`src/rtl/histeq_ram.sv`:
```
`timescale 1ns / 1ps
// histeq_ram: generic one-write, one-read RAM with registered read data.
// No dependencies.
module histeq_ram #(
    parameter int unsigned WIDTH = 8,
    parameter int unsigned DEPTH = 256
) (
    input  logic                     clk,
    input  logic                     we,
    input  logic [$clog2(DEPTH)-1:0] waddr,
    input  logic [WIDTH-1:0]         wdata,
    input  logic [$clog2(DEPTH)-1:0] raddr,
    output logic [WIDTH-1:0]         rdata
);

    logic [WIDTH-1:0] mem [DEPTH];

    always_ff @(posedge clk)
    begin
        if (we)
        begin
            mem[waddr] <= wdata;
        end
        rdata <= mem[raddr];
    end

endmodule

```
`config.mk`:
```
export PLATFORM = sky130hd
export DESIGN_NAME = histeq_ram
export DESIGN_NICKNAME = d
export VERILOG_FILES = /design/src/rtl/histeq_ram.sv
export SDC_FILE = /design/constraint.sdc
export NUM_CORES = 2
export LEC_CHECK = 0
export BUFFER_PORTS_ARGS = -buffer_cell sky130_fd_sc_hd__buf_2
export CAP_MARGIN = 20
export CELL_PAD_IN_SITES_DETAIL_PLACEMENT = 1
export CELL_PAD_IN_SITES_GLOBAL_PLACEMENT = 1
export CORE_MARGIN = 2
export CORE_UTILIZATION = 35
export CTS_BUF_LIST = sky130_fd_sc_hd__clkbuf_4 sky130_fd_sc_hd__clkbuf_8
export CTS_CLUSTER_SIZE = 14
export DETAILED_ROUTE_END_ITERATION = 8
export GPL_ROUTABILITY_DRIVEN = 0
export PLACE_DENSITY = 0.5
export SETUP_SLACK_MARGIN = 0.5
export SLEW_MARGIN = 20
export SYNTH_ARGS = -nofsm -noshare
export SYNTH_HDL_FRONTEND = slang
export SYNTH_SLANG_ARGS = --single-unit
```
`constraint.sdc`:
```
create_clock -name clk -period 5.1 [get_ports clk]
set_clock_uncertainty 0.05 [all_clocks]
set_input_delay 0.255 -clock clk [delete_from_list [all_inputs] [get_ports clk]]
set_output_delay 0.255 -clock clk [all_outputs]
set_load 0.03 [all_outputs]
```
==> flow_summary.ini <==
[run_status]
status = completed

[sta]
tightest_slew_ps = 1190
tns_ps = 0
rsz0062_at_grt = false
fin_crit_sh_pct = 60.7
max_slew_margin_pct = 20.5
fmax_mhz = 323
hold_violations = 0
finalSetupViolations = 0
slew_violations = 0
whs_ps = 102
period_needed_ps = 3100

[worst_setup_path]
path_cells = dlygate4sd3_1, buf_2, nor2b_1, nand3_2, nor2_1
cp_max_fo = 11
slowest_delay_ps = 1010
crit_slowest_cell = nor2_1
end_kind = register
cp.arrival_ps = 3670
crit_type = in -> reg
cp.required_ps = 5670
critPathLaunchType = input pin

[drt]
drt-initial-drc-count = 3509
totalWireLength_um = 232000
wire_per_inst_um = 31.5
drc = 0
vias_per_cell = 5.37
antenna_left = 0
vias = 39550
drt-pass1-iter-count = 5

[pwr]
clkPwrFrac_pct = 41.8
combPwrFrac_pct = 5.1
report.power.total_w = 0.0352
ir_drop_mv = 0.193
p_seq_share_pct = 53.1
internal_power_w = 0.0272
p_leak_nw = 28.1
swShare_pct = 22.7
p_per_area_nw_per_um2 = 388
power.switching_w = 0.00798

[logic_synthesis]
synthAdderAreaFrac_pct = 0
yosys_warnings = 0
synthMuxAreaShare_pct = 14.6
synth_nets = 3759
yosysTopAreaCellShare_pct = 77.3
synth-simple-area-share_pct = 2.63
synth_area_leaders = edfxtp_1 77%, mux4_2 13%, mux2i_1 1.7%
ys_seq_area_share_pct = 77.5
synthCells = 3733
syn_avg_cell_area_sq_um = 21.3
yosys_most_used_dff = edfxtp_1
synth_top_family_by_area = multiplexers
synth-xor-area-share_pct = 0
synth.distinct_cells = 55
synth-seq-cells = 2056
synth_edf_count = 2048
synth_area_sq_um = 79600
synth_compound_area_share_pct = 3.42
synth_largest_area_cell = edfxtp_1
async_flop_share_pct = 0

[clocking]
cts.sinks = 2056
cts_hold_buf = 13
clockBufferDepth = 4
cts_resized = 0
path_clk_slew_ps = 60
cts_buffers = 370
cts_tree = yes
post-cts-setup-buffer-count = 0
clkLatencyLatePin_ps = 1070
root_buffer = clkbuf_8
h-tree-depth = 5

[job]
max-cap-violations = 0

[layout]
synthToLayoutAreaGrowth_pct = 14.1
drive_above_1_share_pct = 28.3
layout.cells.non_filler = 7362
final_nets = 4109
nFillCells = 21516

[grt]
antenna_found_initial = 19
grt_overflow = 0
grt_max_degree = 149
grt_pass1_wl_um = 329000
first_global_vias = 42526
grt_usage_pct = 20.1

[placement]
dp_hpwl_um = 140000
dp.cells = 6705
io_buffers = 33

[die]
die_x_um = 481
start_util_pct = 35.1
num_rows = 175
die_h_um = 481
dieArea_sq_um = 231000
ios = 34
core_area_sq_um = 227000

[hold_path]
hold_path.class = in -> reg
cell usage after synthesis, types with 4 or more instances:
cell / n
buf_2: 31
o221ai_1: 46
edfxtp_1: 2048
a22o_1: 8
buf_4: 27
o32ai_1: 4
mux2i_1: 134
clkbuf_1: 111
nand2b_1: 8
a211oi_1: 16
mux4_2: 454
buf_1: 22
o211ai_1: 10
a22oi_1: 133
and2_1: 6
nor3_1: 22
nand4_1: 10
dfxtp_1: 8
nor2_1: 282
nor2b_1: 31
o22ai_1: 28
buf_12: 8
buf_6: 21
nor4_1: 24
or2_2: 4
o21ai_0: 10
o22a_1: 5
nand2_1: 33
nand3_1: 34
a21oi_1: 96
buf_8: 13
a221oi_1: 13
worst paths after layout:
| path | startpoint | end | slack, ps | cells past startpoint |
|---|---|---|---|---|
| min | waddr[4] | mem[254][2]$_DFFE_PP_ | 100 | 3 |
| max reg2reg | mem[83][5]$_DFFE_PP_ | rdata[5]$_DFF_P_ | 2100 | 6 |
| min reg2reg | mem[32][5]$_DFFE_PP_ | rdata[5]$_DFF_P_ | 1090 | 6 |
| max | waddr[1] | mem[42][7]$_DFFE_PP_ | 2000 | 5 |
worst max-delay path, delay by kind of cell:
kind / cells / cell delay (ps)
buffers and inverters: 2 / 840
and+or+nand+nor: 3 / 2520
logic make-up (layout without fill, tap and decap cells):
group,Yosys count,count (layout)
DFF,2056,2056
muxes,591,591
and+or+nand+nor,466,466
AOI/OAI and AO/OA,385,385
buffers and inverters,235,852
other,0,3
cell usage in the layout, fill, tap and decap left out, types with 10 or more instances in the layout:
| cell | count |
|---|---|
| a211oi_1 | 16 |
| nand4_1 | 10 |
| nand2_1 | 33 |
| o211ai_1 | 10 |
| buf_2 | 21 |
| mux2i_1 | 134 |
| mux4_2 | 454 |
| nor2b_1 | 27 |
| buf_12 | 24 |
| o21ai_0 | 10 |
| o22ai_1 | 28 |
| buf_8 | 10 |
| buf_4 | 141 |
| nor3_1 | 22 |
| dlygate4sd3_1 | 13 |
| clkinv_1 | 92 |
| o221ai_1 | 46 |
| nor2_1 | 279 |
| clkbuf_8 | 381 |
| a21oi_1 | 96 |
| a22oi_1 | 133 |
| a221oi_1 | 13 |
| nand3_1 | 28 |
| clkbuf_4 | 134 |
| clkinv_2 | 22 |
| edfxtp_1 | 2048 |
| nor4_1 | 21 |
per-stage QoR:
step / setup slack, ps / area, sq um / utilization [%]
2_1_floorplan: 2860 / 79600 / -
3_3_place_gp: 1060 / 83800 / 37.0
3_5_place_dp: 1000 / 83800 / 37.0
4_1_cts: 2100 / 90800 / 40.0
5_1_grt: 1960 / 90800 / 40.1
6_report: 2000 / 90800 / 40.1
area by class of cell:
class | count | area (sq um) | area share, %
flip-flops and latches | 2056 | 61700 | 67.9
multi-input cells | 1442 | 16500 | 18.2
clock buffers | 515 | 6250 | 6.88
well taps | 3009 | 3760 | 4.15
repair buffers | 211 | 1960 | 2.16
clock inverters | 124 | 607 | 0.668
inverters | 2 | 7.51 | 0.00827
diodes | 3 | 7.51 | 0.00827
power by group through the flow:
stage / sequential, W / clock (W) / combinational (W)
global route: 0.0187 / 0.0159 / 0.00190
CTS: 0.0187 / 0.0151 / 0.00184
floorplan: 0.0190 / 0 / 0.000905
detailed placement: 0.0190 / 0 / 0.00183
global placement: 0.0190 / 0 / 0.00181
finish: 0.0187 / 0.0147 / 0.00180
routing by layer:
metal  wire, um  GRT usage (%)
met5          0              0
met4       4910           5.17
met3      10900           3.32
met2     114000           33.1
met1     101000           27.7
flip-flops by register name, summed over array words and instances, names as in the netlist:
| name | count |
|---|---|
| rdata | 8 |
| mem | 2048 |
Note: power is estimated with default switching activity, not from simulation.
