## src/rtl/histeq_pkg.sv

```systemverilog
`timescale 1ns / 1ps
// histeq_pkg: shared constants, opcode codes, divider request and response types
// for the histogram equalizer. No dependencies.
package histeq_pkg;

    localparam int unsigned MAX_PIXELS = 4194304;
    localparam int unsigned PIX_W      = $clog2(MAX_PIXELS + 1);
    localparam int unsigned SAMP_W     = $clog2(3 * MAX_PIXELS + 1);

    localparam int unsigned LEVELS     = 256;
    localparam int unsigned LVL_W      = $clog2(LEVELS);
    localparam int unsigned MAP_SCALE  = 2 * (LEVELS - 1);

    localparam longint unsigned MAX_NUM = 64'(3) * 64'(MAX_PIXELS) * 64'(MAP_SCALE + 1);
    localparam int unsigned NUM_W      = $clog2(MAX_NUM + 1);
    localparam int unsigned DEN_W      = SAMP_W + 1;
    localparam int unsigned QUO_W      = LVL_W;
    localparam int unsigned SH_W       = DEN_W + QUO_W - 1;
    localparam int unsigned CMP_W      = (NUM_W > SH_W) ? NUM_W : SH_W;
    localparam int unsigned CNT_W      = $clog2(QUO_W);

    typedef enum logic [1:0] {
        OP_CLEAR = 2'd0,
        OP_COUNT = 2'd1,
        OP_BUILD = 2'd2,
        OP_MAP   = 2'd3
    } op_t;

    typedef struct packed {
        logic             load;
        logic [NUM_W-1:0] num;
        logic [DEN_W-1:0] den;
    } div_req_t;

    typedef struct packed {
        logic             done;
        logic [QUO_W-1:0] quo;
    } div_rsp_t;

endpackage

```

## src/rtl/histeq_div.sv

```systemverilog
`timescale 1ns / 1ps
// histeq_div: restoring divider, one quotient bit per cycle.
// Depends on histeq_pkg.
module histeq_div (
    input  logic                clk,
    input  logic                rst_n,
    input  histeq_pkg::div_req_t req,
    output histeq_pkg::div_rsp_t rsp
);

    logic                                busy_reg, busy_next;
    logic                                done_reg, done_next;
    logic [histeq_pkg::CNT_W-1:0]        cnt_reg, cnt_next;
    logic [histeq_pkg::NUM_W-1:0]        rem_reg, rem_next;
    logic [histeq_pkg::SH_W-1:0]         den_sh_reg, den_sh_next;
    logic [histeq_pkg::QUO_W-1:0]        quo_reg, quo_next;
    logic                                ge;

    assign ge = histeq_pkg::CMP_W'(rem_reg) >= histeq_pkg::CMP_W'(den_sh_reg);

    always_comb
    begin
        busy_next   = busy_reg;
        done_next   = 1'b0;
        cnt_next    = cnt_reg;
        rem_next    = rem_reg;
        den_sh_next = den_sh_reg;
        quo_next    = quo_reg;
        if (req.load)
        begin
            busy_next   = 1'b1;
            cnt_next    = '0;
            rem_next    = req.num;
            den_sh_next = histeq_pkg::SH_W'(req.den) << (histeq_pkg::QUO_W - 1);
            quo_next    = '0;
        end
        else if (busy_reg)
        begin
            if (ge)
            begin
                rem_next = histeq_pkg::NUM_W'(histeq_pkg::CMP_W'(rem_reg)
                                              - histeq_pkg::CMP_W'(den_sh_reg));
            end
            quo_next    = {quo_reg[histeq_pkg::QUO_W-2:0], ge};
            den_sh_next = den_sh_reg >> 1;
            cnt_next    = cnt_reg + 1'b1;
            if (cnt_reg == histeq_pkg::CNT_W'(histeq_pkg::QUO_W - 1))
            begin
                busy_next = 1'b0;
                done_next = 1'b1;
            end
        end
    end

    always_ff @(posedge clk or negedge rst_n)
    begin
        if (!rst_n)
        begin
            busy_reg <= 1'b0;
            done_reg <= 1'b0;
            cnt_reg  <= '0;
        end
        else
        begin
            busy_reg <= busy_next;
            done_reg <= done_next;
            cnt_reg  <= cnt_next;
        end
    end

    always_ff @(posedge clk)
    begin
        rem_reg    <= rem_next;
        den_sh_reg <= den_sh_next;
        quo_reg    <= quo_next;
    end

    assign rsp.done = done_reg;
    assign rsp.quo  = quo_reg;

endmodule

```

## config.mk

```make
export PLATFORM = sky130hd
export DESIGN_NAME = histeq_div
export DESIGN_NICKNAME = d
export VERILOG_FILES = /design/src/rtl/histeq_pkg.sv /design/src/rtl/histeq_div.sv
export SDC_FILE = /design/constraint.sdc
export NUM_CORES = 1
export LEC_CHECK = 0
export BUFFER_PORTS_ARGS = -buffer_cell sky130_fd_sc_hd__clkbuf_2
export CAP_MARGIN = 30
export CORE_MARGIN = 3
export CORE_UTILIZATION = 40
export CTS_BUF_LIST = sky130_fd_sc_hd__clkbuf_2
export DETAILED_ROUTE_END_ITERATION = 10
export PLACE_DENSITY_LB_ADDON = 0.1
export REMOVE_ABC_BUFFERS = 1
export SYNTH_ARGS = -nofsm -noshare
export SYNTH_HDL_FRONTEND = slang
export SYNTH_SLANG_ARGS = --single-unit
```

## constraint.sdc

```tcl
create_clock -name clk -period 3.2 [get_ports clk]
set_input_delay 0.64 -clock clk [delete_from_list [all_inputs] [get_ports clk]]
set_output_delay 0.64 -clock clk [all_outputs]
set_load 0.01 [all_outputs]
```

==> metrics.md <==
| Metric | Value |
|---|---|
| Max incr delay on CP | `480 ps` |
| Flop-to-flop setup slack | `290 ps` |
| Simple logic cell fraction of the synthesized area | `16.8%` |
| Synth Area in XOR/XNOR | `3.43%` |
| CP Class | `reg -> reg` |
| Worst-Margin Slew | `767 ps` |
| Area contributors post-synth | `edfxtp_1, ha_1, nand2_1` |
| Max Cap Viol | `0` |
| All-Layer GR Usage | `between 10% and 20%` |
| Wire per inst | `15.6 um` |
| Final WS setup | `287 ps` |
| Post-Syn Area | `0.00537 mm^2` |
| Antenna diodes | `0` |
| Worst hold margin | `350 ps` |
| Final Hold Fails | `0` |
| Mux cell area share after synthesis | `under 10%` |
| Final Critical Period | `2910 ps` |
| Chip width | `122 um` |
| Initial DRC count | `325` |
| Initial Utilization | `41.7%` |
| Die H | `122 um` |
| Unrepaired setup endpoints after global routing | `no` |
| Vias in the first global route | `4366` |
| Initial antenna violation count | `0` |
| Core Area | `0.0129 mm^2` |
| CP Launch Type | `register` |
| Adder-Cell Fraction of Synth Area | `8.30%` |
| Worst hold-check path type | `in -> reg` |
| Achievable clock frequency | `343 MHz` |
| Outcome | `finished, final reports clean` |
| Area leader, netlist | `edfxtp_1` |
| Clock Path Buffers | `2` |
| Post-route ant nets | `0` |
| Cell Pwr Density | `878 mW/mm^2` |
| Crit end category | `register` |
| # nets final | `between 700 and 800` |
| Fin crit share | `91.0%` |
| Number of synthesized flops with an enable pin | `58` |
| Largest net degree at the start of global routing | `50` |
| Synth top area share | `32.4%` |
| Num Clock Sinks | `78` |
| Root buffer cell | `clkbuf_2` |
| Final wirelength | `12.9 mm` |
| Main combinational cell family by area after synthesis | `compound AO/OA/AOI/OAI gates` |
| Register area share after synthesis | `40.4%` |
| Ys async rst share | `6.41%` |
| Vias per inst | `approximately 5.4` |
| WP data required | `3430 ps` |
| Pre-antenna DRT Iters | `5` |
| Setup TNS | `0 ps` |
| Synth Flop Type | `edfxtp_1` |
| Max-slew violations | `0` |
| Post-DP HPWL | `9.78 mm` |
| GRT overflow | `0` |
| Syn avg cell area | `9.07 um^2` |
| Distinct cells, synth | `72` |
| Final setup viols | `0` |
| Crit-path cells | `ha_1 -> o21ai_0 -> o2bb2ai_1 -> nor2_1 -> o21ai_2 -> o311ai_4 -> a21bo_1 -> a311o_1 -> buf_4` |
| Share of cells above drive strength 1 | `between 10% and 20%` |
| Clk_skew | `roughly 28 ps` |
| Number of flip-flops in the largest register | `33` |
| Boundary Pins | `70` |
| Slew margin rel. | `between 40% and 50%` |
| Compound-gate portion of the synthesized area | `22.0%` |
| Yosys reg bits | `78` |
| Via count | `4431` |
| CTS tree | `done` |
| H-tree depth | `3` |
| Clk pin slew, worst setup/hold paths | `220 ps` |
| Core Rows | `41` |
| CP Max Fanout | `18` |
| Post-route DRC | `0` |
| Leakage | `2.67 nW` |
| Clk_lat worst skew | `550 ps` |
| Buffers on Ports | `69` |
| GP Congestion | `0.884` |
| YS warnings | `0` |
| Area grow syn2layout | `11.2%` |
| Arrival @ worst endpoint | `~3200 ps` |
| DP Worst Slack | `307 ps` |
| CP max-delay cell | `ha_1` |
| Mapped Cells | `592` |
| Peak supply drop | `0.265 mV` |
| TritonCTS Buffers | `9` |
| First-pass GRT wire length | `21.6 mm` |
| Util after Layout | `between 40% and 50%` |
| Die Footprint | `0.0148 mm^2` |
cells in the mapped netlist (6+ instances only):
library cell,count
a21oi_1,27
o21ai_0,60
nand3_1,17
nand2_1,89
ha_1,34
clkbuf_1,17
and3_1,6
dfxtp_1,15
a21o_1,15
nand4_1,7
buf_2,8
edfxtp_1,58
mux2i_1,16
xnor2_1,14
inv_1,40
xor2_1,7
nor2_1,44
kinds of logic (layout without fill, tap and decap cells):
| kind of cell | Yosys count | after routing |
|---|---|---|
| xor gates and xnor gates | 21 | 21 |
| muxes | 18 | 18 |
| adders and majority gates | 35 | 35 |
| and+or+nand+nor | 197 | 197 |
| AOI/OAI and AO/OA | 169 | 169 |
| DFF | 78 | 78 |
| buffers and inverters | 74 | 136 |
critical path: cells and delay by family (launching register included):
kind                       cells  cell delay, ps
and+or+nand+nor                1             180
DFF                            1             420
AOI/OAI and AO/OA              6            1220
adders and majority gates      1             480
buffers and inverters          1             310
worst paths after layout:
path | start | to | cells past startpoint
min in group asynchronous | rst_n | busy_reg$_DFF_PN0_ | 2
worst max-delay path | rem_reg[10]$_DFFE_PP_ | rem_reg[1]$_DFFE_PP_ | 9
worst min register to register | quo_reg[7]$_SDFFE_PP0P_ | quo_reg[7]$_SDFFE_PP0P_ | 2
max in group asynchronous | rst_n | cnt_reg[0]$_DFFE_PN0P_ | 2
worst max register to register | rem_reg[10]$_DFFE_PP_ | rem_reg[1]$_DFFE_PP_ | 9
worst min-delay path | req[20] | den_sh_reg[27]$_DFFE_PP_ | 3
per-stage QoR:
| stage | cells | total power (W) | instance area [um^2] |
|---|---|---|---|
| final | 826 | 0.00524 | 5970 |
| after global routing | 826 | 0.00571 | 5970 |
| after floorplan | 558 | 0.00396 | 5220 |
| after CTS | 826 | 0.00527 | 5970 |
| after detailed placement | 809 | 0.00470 | 5850 |
| after global placement | 809 | 0.00467 | 5850 |
power by group:
part / switching [W] / leakage [nW] / total (W) / internal (W)
Clock: 0.000353 / 0.0733 / 0.000536 / 0.000183
Sequential: 0.000107 / 0.808 / 0.00156 / 0.00146
Combinational: 0.00189 / 1.79 / 0.00315 / 0.00126
Total: 0.00235 / 2.67 / 0.00524 / 0.00290
per-layer routing:
| layer | up-vias | routed length [um] | global-route usage (%) |
|---|---|---|---|
| met2 | 95 | 5720 | 27.9 |
| li1 | 2244 | - | - |
| met5 | - | 0 | 0 |
| met1 | 2081 | 6530 | 26.7 |
| met3 | 11 | 530 | 3.62 |
| met4 | 0 | 133 | 4.83 |
repair_timing:
item                      in CTS  in global routing
hold buffers                   1                  0
resized for setup              0                  0
buffers inserted               0                  0
hold endpoints to repair       5                  0
cell usage in the layout, fill, tap and decap left out, types with 6 or more instances in the layout:
cell      synthesis  final
nand2_1          89     89
clkbuf_2          1     79
o21ai_0          60     60
edfxtp_1         58     58
nor2_1           44     44
inv_1            40     40
ha_1             34     34
a21oi_1          27     27
nand3_1          17     17
mux2i_1          16     16
a21o_1           15     15
dfxtp_1          15     15
xnor2_1          14     14
buf_4             2     11
nand4_1           7      7
xor2_1            7      7
and3_1            6      6
cell type report:
| cell class | count | area (um^2) |
|---|---|---|
| timing repair buffer | 80 | 433 |
| clock buffer | 11 | 55.1 |
| fill | 1301 | 6910 |
| sequential | 78 | 2170 |
| tap | 172 | 215 |
| multi-input combinational | 440 | 2900 |
| inverter | 40 | 150 |
| clock inverter | 5 | 52.6 |
Power figures use the tool's default switching activity.
